===== src/sv/jdbh_pkg.sv =====
// ----------------------------------------------------------------------------
// jdbh_pkg
// shared types, codes and constants of the joystick direction / button hold
// block
// ----------------------------------------------------------------------------
package jdbh_pkg;

    // width of the stored press stamps and of the hold difference
    localparam int TIME_BITS = 32;

    // configuration register indexes
    localparam int CFG_IDX_BITS = 1;
    localparam int CFG_DATA_BITS = 16;
    localparam logic [CFG_IDX_BITS-1:0] CFG_DEADZONE = 1'b0;
    localparam logic [CFG_IDX_BITS-1:0] CFG_HOLD_TIME = 1'b1;

    localparam logic [7:0] DEADZONE_RESET = 8'd20;
    localparam logic [15:0] HOLD_TIME_RESET = 16'd1000;

    typedef enum logic [2:0] {
        DIR_CENTER = 3'd0,
        DIR_UP     = 3'd1,
        DIR_DOWN   = 3'd2,
        DIR_LEFT   = 3'd3,
        DIR_RIGHT  = 3'd4
    } dir_t;

    typedef enum logic [1:0] {
        COMBO_NONE = 2'd0,
        COMBO_C    = 2'd1,
        COMBO_Z    = 2'd2,
        COMBO_BOTH = 2'd3
    } combo_t;

    typedef struct packed {
        logic signed [7:0] stick_x;
        logic signed [7:0] stick_y;
        logic              c_button;
        logic              z_button;
        logic [31:0]       time_ms;
    } sample_t;

    typedef struct packed {
        logic c_new;
        logic c_released;
        logic c_held;
        logic z_new;
        logic z_released;
        logic z_held;
        logic both_new;
        logic both_released;
        logic both_held;
    } btn_flags_t;

    typedef struct packed {
        dir_t   direction;
        combo_t button_combo;
        logic   c_new;
        logic   c_released;
        logic   c_held;
        logic   z_new;
        logic   z_released;
        logic   z_held;
        logic   both_new;
        logic   both_released;
        logic   both_held;
    } result_t;

endpackage


===== src/sv/jdbh_dir.sv =====
// ----------------------------------------------------------------------------
// jdbh_dir
// stick direction classifier with deadzone and dominant-axis rule
// ----------------------------------------------------------------------------
module jdbh_dir
    import jdbh_pkg::*;
(
    input  logic signed [7:0] stick_x,
    input  logic signed [7:0] stick_y,
    input  logic [7:0]        deadzone,
    output dir_t              direction
);

    logic [7:0]        ax;
    logic [7:0]        ay;
    logic signed [9:0] xs;
    logic signed [9:0] ys;
    logic signed [9:0] dz_pos;
    logic signed [9:0] dz_neg;
    logic              y_wins;
    logic              x_wins;

    always_comb
    begin
        // magnitude of -128 is 128, still fits 8 bits unsigned
        ax     = stick_x[7] ? 8'(-stick_x) : 8'(stick_x);
        ay     = stick_y[7] ? 8'(-stick_y) : 8'(stick_y);
        xs     = 10'(stick_x);
        ys     = 10'(stick_y);
        dz_pos = $signed({2'b00, deadzone});
        dz_neg = -dz_pos;
        y_wins = ay > ax;
        x_wins = ax > ay;

        if (ys >= dz_pos && y_wins)
            direction = DIR_UP;
        else if (ys <= dz_neg && y_wins)
            direction = DIR_DOWN;
        else if (xs <= dz_neg && x_wins)
            direction = DIR_LEFT;
        else if (xs >= dz_pos && x_wins)
            direction = DIR_RIGHT;
        else
            direction = DIR_CENTER;
    end

endmodule


===== src/sv/jdbh_btn.sv =====
// ----------------------------------------------------------------------------
// jdbh_btn
// button combination edge tracking and press stamp hold detection
// ----------------------------------------------------------------------------
module jdbh_btn
    import jdbh_pkg::*;
(
    input  logic                 clk,
    input  logic                 rst_n,
    input  logic                 advance,
    input  combo_t               cur,
    input  logic [TIME_BITS-1:0] now,
    input  logic [15:0]          hold_time_ms,
    output btn_flags_t           flags
);

    combo_t               prev_reg;
    logic [TIME_BITS-1:0] c_stamp_reg;
    logic [TIME_BITS-1:0] z_stamp_reg;
    logic [TIME_BITS-1:0] both_stamp_reg;
    logic [TIME_BITS-1:0] c_stamp_next;
    logic [TIME_BITS-1:0] z_stamp_next;
    logic [TIME_BITS-1:0] both_stamp_next;
    logic [TIME_BITS-1:0] hold_ext;

    function automatic logic held(input logic [TIME_BITS-1:0] stamp,
                                  input logic [TIME_BITS-1:0] t,
                                  input logic [TIME_BITS-1:0] limit);
        logic [TIME_BITS-1:0] diff;
        begin
            diff = t - stamp;
            held = (stamp != '0) && (diff > limit);
        end
    endfunction

    always_comb
    begin
        hold_ext = TIME_BITS'(hold_time_ms);

        flags.c_new         = (cur == COMBO_C) && (prev_reg != COMBO_C);
        flags.c_released    = (cur != COMBO_C) && (prev_reg == COMBO_C);
        flags.z_new         = (cur == COMBO_Z) && (prev_reg != COMBO_Z);
        flags.z_released    = (cur != COMBO_Z) && (prev_reg == COMBO_Z);
        flags.both_new      = (cur == COMBO_BOTH) && (prev_reg != COMBO_BOTH);
        flags.both_released = (cur != COMBO_BOTH) && (prev_reg == COMBO_BOTH);

        c_stamp_next = c_stamp_reg;
        if (flags.c_new)
            c_stamp_next = now;
        if (flags.c_released)
            c_stamp_next = '0;

        z_stamp_next = z_stamp_reg;
        if (flags.z_new)
            z_stamp_next = now;
        if (flags.z_released)
            z_stamp_next = '0;

        both_stamp_next = both_stamp_reg;
        if (flags.both_new)
            both_stamp_next = now;
        if (cur != COMBO_BOTH)
            both_stamp_next = '0;

        // held is judged on the updated stamps
        flags.c_held    = held(c_stamp_next, now, hold_ext);
        flags.z_held    = held(z_stamp_next, now, hold_ext);
        flags.both_held = held(both_stamp_next, now, hold_ext);
    end

    always_ff @(posedge clk or negedge rst_n)
    begin
        if (!rst_n)
        begin
            prev_reg       <= COMBO_NONE;
            c_stamp_reg    <= '0;
            z_stamp_reg    <= '0;
            both_stamp_reg <= '0;
        end
        else if (advance)
        begin
            prev_reg       <= cur;
            c_stamp_reg    <= c_stamp_next;
            z_stamp_reg    <= z_stamp_next;
            both_stamp_reg <= both_stamp_next;
        end
    end

endmodule


===== src/sv/joystick_direction_button_hold_core.sv =====
// ----------------------------------------------------------------------------
// joystick_direction_button_hold_core
// controller sample classifier: stick direction and button hold detection
// ----------------------------------------------------------------------------
// usage
//   in channel: in_valid / in_ready carry one sample_t request (stick x/y,
//   C and Z levels, millisecond stamp); out channel: out_valid / out_ready
//   carry one result_t request per sample, in order
//   cfg port: cfg_we with cfg_index / cfg_data writes deadzone (index 0)
//   or hold_time_ms (index 1) in one cycle; write only while idle
//   latency: a sample accepted at edge n shows its result after edge n+1
//   throughput: one sample per cycle; the input register feeds a single
//   pass of compare and subtract logic into the result register
//   the press state (previous combo and stamps) updates only when a sample
//   moves from the input register into the result register
//   stall: while out_ready is low the result holds, the input register
//   still fills, then in_ready drops until the result drains
//   reset: empty pipeline, deadzone 20, hold time 1000 ms, all stamps zero
//   (zero stamp means not pressed)
// ----------------------------------------------------------------------------
module joystick_direction_button_hold_core
    import jdbh_pkg::*;
(
    input  logic                     clk,
    input  logic                     rst_n,
    input  logic                     in_valid,
    output logic                     in_ready,
    input  sample_t                  in_data,
    output logic                     out_valid,
    input  logic                     out_ready,
    output result_t                  out_data,
    input  logic                     cfg_we,
    input  logic [CFG_IDX_BITS-1:0]  cfg_index,
    input  logic [CFG_DATA_BITS-1:0] cfg_data
);

    // configuration registers
    logic [7:0]  deadzone_reg;
    logic [15:0] hold_time_reg;

    // input stage
    logic    s1_valid_reg;
    sample_t s1_data_reg;

    // result stage
    logic    out_valid_reg;
    result_t out_data_reg;

    logic                 advance;
    combo_t               cur_combo;
    logic [63:0]          time_wide;
    logic [TIME_BITS-1:0] now;
    dir_t                 dir;
    btn_flags_t           flags;
    result_t              result_next;

    // result stage takes a new sample when empty or being drained
    assign advance  = s1_valid_reg && (!out_valid_reg || out_ready);
    assign in_ready = !s1_valid_reg || advance;

    assign out_valid = out_valid_reg;
    assign out_data  = out_data_reg;

    always_comb
    begin
        cur_combo = combo_t'({s1_data_reg.z_button, s1_data_reg.c_button});
        // stamp width may be narrower or wider than the port field
        time_wide = {32'b0, s1_data_reg.time_ms};
        now       = time_wide[TIME_BITS-1:0];
    end

    always_ff @(posedge clk or negedge rst_n)
    begin
        if (!rst_n)
        begin
            deadzone_reg  <= DEADZONE_RESET;
            hold_time_reg <= HOLD_TIME_RESET;
        end
        else if (cfg_we)
        begin
            unique case (cfg_index)
                CFG_DEADZONE:  deadzone_reg  <= cfg_data[7:0];
                CFG_HOLD_TIME: hold_time_reg <= cfg_data[15:0];
                default:       ;
            endcase
        end
    end

    jdbh_dir u_dir (
        .stick_x   (s1_data_reg.stick_x),
        .stick_y   (s1_data_reg.stick_y),
        .deadzone  (deadzone_reg),
        .direction (dir)
    );

    jdbh_btn u_btn (
        .clk          (clk),
        .rst_n        (rst_n),
        .advance      (advance),
        .cur          (cur_combo),
        .now          (now),
        .hold_time_ms (hold_time_reg),
        .flags        (flags)
    );

    always_comb
    begin
        result_next.direction     = dir;
        result_next.button_combo  = cur_combo;
        result_next.c_new         = flags.c_new;
        result_next.c_released    = flags.c_released;
        result_next.c_held        = flags.c_held;
        result_next.z_new         = flags.z_new;
        result_next.z_released    = flags.z_released;
        result_next.z_held        = flags.z_held;
        result_next.both_new      = flags.both_new;
        result_next.both_released = flags.both_released;
        result_next.both_held     = flags.both_held;
    end

    // input register
    always_ff @(posedge clk or negedge rst_n)
    begin
        if (!rst_n)
            s1_valid_reg <= 1'b0;
        else if (in_ready)
            s1_valid_reg <= in_valid;
    end

    always_ff @(posedge clk)
    begin
        if (in_valid && in_ready)
            s1_data_reg <= in_data;
    end

    // result register
    always_ff @(posedge clk or negedge rst_n)
    begin
        if (!rst_n)
            out_valid_reg <= 1'b0;
        else if (advance)
            out_valid_reg <= 1'b1;
        else if (out_ready)
            out_valid_reg <= 1'b0;
    end

    always_ff @(posedge clk)
    begin
        if (advance)
            out_data_reg <= result_next;
    end

endmodule


===== config.mk =====
export PLATFORM = sky130hd
export DESIGN_NAME = joystick_direction_button_hold_core
export DESIGN_NICKNAME = d
export VERILOG_FILES = /design/src/sv/jdbh_pkg.sv /design/src/sv/jdbh_dir.sv /design/src/sv/jdbh_btn.sv /design/src/sv/joystick_direction_button_hold_core.sv
export SDC_FILE = /design/constraint.sdc
export NUM_CORES = 1
export LEC_CHECK = 0
export BUFFER_PORTS_ARGS = -buffer_cell sky130_fd_sc_hd__buf_4
export CAP_MARGIN = 20
export CORE_ASPECT_RATIO = 1.1
export CORE_UTILIZATION = 55
export DETAILED_ROUTE_END_ITERATION = 12
export PLACE_DENSITY = 0.84
export RECOVER_POWER = 100
export REMOVE_ABC_BUFFERS = 1
export SYNTH_ARGS = -nofsm -noshare
export SYNTH_HDL_FRONTEND = slang
export SYNTH_HIERARCHICAL = 1
export SYNTH_SLANG_ARGS = --single-unit

===== constraint.sdc =====
create_clock -name clk -period 8.15 [get_ports clk]
set_clock_uncertainty 0.1 [all_clocks]
set_input_delay 1.63 -clock clk [delete_from_list [all_inputs] [get_ports clk]]
set_output_delay 1.63 -clock clk [all_outputs]
set_load 0.005 [all_outputs]

==> results_dict.tcl <==
set metrics [dict create \
    cp.arrival_ns 7.34 \
    drt_iter0_drc 1566 \
    max_freq_mhz 138 \
    yosysWarnings 6 \
    gr-total-overflow 0 \
    synthCells 1784 \
    ys.flop_type "dfrtp_1" \
    worstSetupPathType "register to register" \
    grt_max_degree 91 \
    port_buffers 87 \
    place_congestion 0.972 \
    post-route-period-util 0.890 \
    grt_antenna_before_repair 0 \
    path_cells "clkbuf_1 -> nand2b_1 -> and2_0 -> buf_4 -> nor2_2 -> buf_4 -> a22oi_1 -> ha_1 -> nor2b_1 -> o2111ai_1 -> a211oi_1 -> nor2_1 -> o221ai_1 -> xor2_1 -> ha_1 -> nand4_1 -> nor4_1 -> a22oi_1 -> a2111oi_0 -> nand4_1 -> nor4_1 -> a31oi_1" \
    die-area_um2 29600 \
    cp-end-kind "register" \
    ys_ff_latch 188 \
    hold_ws_ns 0.386 \
    path_clk_slew_ns 0.09 \
    clk_latency_ns 0.46 \
    slew_violations 269 \
    status "complete, but fails checks" \
    post-cts-setup-buffers 0 \
    root_buffer "clkbuf_16" \
    fin_ws_ns 0.893 \
    critPathBufInv 3 \
    fin_area_um2 17400 \
    cts_tree "built" \
    die_w_um 164 \
    total_power_mw 4.52 \
    synth_edf_count 64 \
    ant_nets 0 \
    n_fill_cell 2355 \
    num_vias 14600 \
    row_count 64 \
    maxCapViolCount 4 \
    coreArea_um2 28100 \
    critPathRequiredTime_ns 8.23 \
    max_slew_margin -2.23 \
    syn_avg_cell_area_um2 8.92 \
    ir_drop_mv 0.160 \
    ios 88 \
    htreeDepth 4 \
    failed_checks "max-capacitance violations, max-slew violations" \
    final_nets 2089 \
    hold_viol 0 \
    routed_wl_um 47200 \
    ctsHoldBuffers 0 \
    dpl-instance-area_um2 16800 \
    synth_seq_area_share 0.316 \
    routedWlPerCell_um 21.4 \
    ctsResizeCount 0 \
    vias_per_cell 6.60 \
    grt_pass1_vias 14000 \
    cts-buffers-inserted 17 \
    track_usage 0.321 \
    worst_setup_path_start_kind "register" \
    cp_max_fo 28 \
    dp_slack_ns 1.43 \
    critPathTopFamily "simple AND/OR/NAND/NOR gates" \
    drc_errors 0 \
    hp-class "register to register" \
    areaGrowthSynthToFinish_pct 9.05 \
    critical_path.max_stage_delay_ns 0.71 \
    firstDrtPassIters 6 \
    power.density_nw_per_um2 260 \
    antennaDiodeCount 0 \
    synth_cell_types 96 \
    cts_sinks 188 \
    synth_area_um2 15900 \
    worst_pin_slew_ns 4.84 \
    initial_core_util 0.566 \
    synthArstFlopShare 0.660 \
    dp_hpwl_um 35500 \
    drive_above_1_share 0.108 \
    p_leak_nw 7.50 \
    grt_pass1_wl_um 73500 \
    slowest_stage "clkbuf_1" \
    period_minus_slack_ns 7.26 \
    cts.path.max_buffers 2 \
    setup_viol 0 \
    rsz0062_at_grt "false" \
    die_y_um 180 \
]
[metal layers]
metal / routed length [um] / track usage / vias up
li1: - / - / 6743
met1: 19300 / 0.417 / 6933
met2: 21700 / 0.508 / 736
met3: 3890 / 0.0601 / 148
met4: 2270 / 0.162 / 0
met5: 0 / 0 / -
[cells in the mapped netlist (all sizes together), types with 8 or more instances]
cell / number / area [um^2]
or3: 17 / 111
nand4: 50 / 313
a22oi: 65 / 488
a211oi: 15 / 118
a31oi: 19 / 119
buf: 9 / 67.6
o211ai: 16 / 120
edfxtp: 64 / 1920
nor4: 16 / 106
mux2i: 17 / 170
a21o: 54 / 405
a21boi: 8 / 63.8
inv: 103 / 387
a211o: 8 / 70.1
mux2: 52 / 653
nor2: 136 / 510
o31ai: 11 / 92.6
nand2: 126 / 480
o21ai: 76 / 384
a21oi: 206 / 1030
nand3: 56 / 280
xnor2: 59 / 517
and3: 10 / 62.6
dfstp: 8 / 210
nand2b: 21 / 131
o21a: 18 / 135
dfrtp: 116 / 2900
nor2b: 25 / 164
ha: 184 / 2300
o21bai: 9 / 67.6
or4: 8 / 60.1
clkbuf: 65 / 244
nor3: 15 / 85.1
xor2: 20 / 175
[cell usage in the layout (no fill, tap or decap), types with 6 or more instances in the layout]
| master | synthesis | layout |
|---|---|---|
| mux2_1 | 0 | 18 |
| clkbuf_4 | 0 | 65 |
| mux2_2 | 34 | 33 |
| nand4_1 | 50 | 50 |
| nand3b_1 | 6 | 6 |
| xor2_1 | 20 | 20 |
| clkbuf_1 | 65 | 7 |
| nand2_1 | 125 | 126 |
| xnor2_1 | 59 | 59 |
| and3_1 | 10 | 10 |
| nor2_1 | 136 | 134 |
| nor4_1 | 15 | 15 |
| edfxtp_1 | 64 | 64 |
| or3_1 | 16 | 16 |
| o21bai_1 | 9 | 9 |
| a211oi_1 | 14 | 14 |
| ha_1 | 184 | 184 |
| nand3_1 | 56 | 56 |
| mux2i_1 | 17 | 17 |
| o21a_1 | 18 | 18 |
| o21ai_0 | 71 | 71 |
| nor2b_1 | 24 | 24 |
| o211ai_1 | 16 | 16 |
| a211o_1 | 8 | 8 |
| nand2b_1 | 21 | 21 |
| a22oi_1 | 65 | 65 |
| a21oi_1 | 205 | 205 |
| dfstp_2 | 8 | 8 |
| dfrtp_1 | 116 | 116 |
| clkbuf_16 | 0 | 17 |
| buf_4 | 0 | 28 |
| inv_1 | 103 | 103 |
| a41oi_1 | 6 | 6 |
| a21boi_0 | 6 | 6 |
| a31oi_1 | 19 | 19 |
| o31ai_1 | 9 | 9 |
| nor3_1 | 13 | 13 |
| a21o_1 | 54 | 54 |
| or4_1 | 8 | 8 |
[cells by family after synthesis]
| logic type | Yosys count | synth area share |
|---|---|---|
| adders and majority gates | 189 | 0.150 |
| AOI/OAI and AO/OA | 563 | 0.228 |
| DFF | 188 | 0.316 |
| muxes | 69 | 0.0517 |
| xor gates and xnor gates | 81 | 0.0465 |
| and+or+nand+nor | 517 | 0.164 |
| buffers and inverters | 177 | 0.0439 |
[cell type report]
class,count,area [um^2],area share
Multi-Input combinational cell,1419,10100,0.584
Sequential cell,188,5030,0.290
Clock buffer,18,439,0.0253
Inverter,103,387,0.0223
Clock inverter,14,183,0.0105
Timing Repair Buffer,101,729,0.0420
Tap cell,363,454,0.0262
[final timing paths]
path / cells past startpoint / start / end / slack [ns]
setup / recovery: 22 / u_btn/prev_reg[1] / out_data[3] / 0.89
hold / removal: 1 / s1_valid_reg / out_valid / 0.39
setup reg to reg: 22 / u_btn/prev_reg[1] / out_data[3] / 0.89
hold reg to reg: 1 / s1_valid_reg / out_valid / 0.39
max in group asynchronous: 2 / rst_n / u_btn/both_stamp_reg[5] / 2.80
min in group asynchronous: 1 / rst_n / u_btn/c_stamp_reg[28] / 2.09
[power by group]
| part | leakage (nW) | internal (mW) | switching, mW |
|---|---|---|---|
| clock network | 0.302 | 0.431 | 0.456 |
| registers | 2.09 | 1.15 | 0.141 |
| logic | 5.11 | 0.943 | 1.40 |
| total | 7.50 | 2.52 | 1.99 |
[per-stage QoR]
| stage | setup TNS [ns] | instances | utilization |
|---|---|---|---|
| final | 0 | 2206 | 0.617 |
| after global routing | 0 | 2206 | 0.617 |
| after CTS | 0 | 2206 | 0.621 |
| after detailed placement | 0 | 2174 | 0.599 |
| after global placement | 0 | 2174 | 0.599 |
| after floorplan | -0.668 | 1710 | - |
[worst reg2reg max path, delay by kind of cell, from the launching register on]
family / cells / cell delay, ns
and+or+nand+nor: 9 / 2.24
DFF: 1 / 0.35
buffers and inverters: 3 / 1.40
xor gates and xnor gates: 1 / 0.12
AOI/OAI and AO/OA: 7 / 2.06
adders and majority gates: 2 / 0.73
Note: power is estimated with default switching activity, not from simulation.
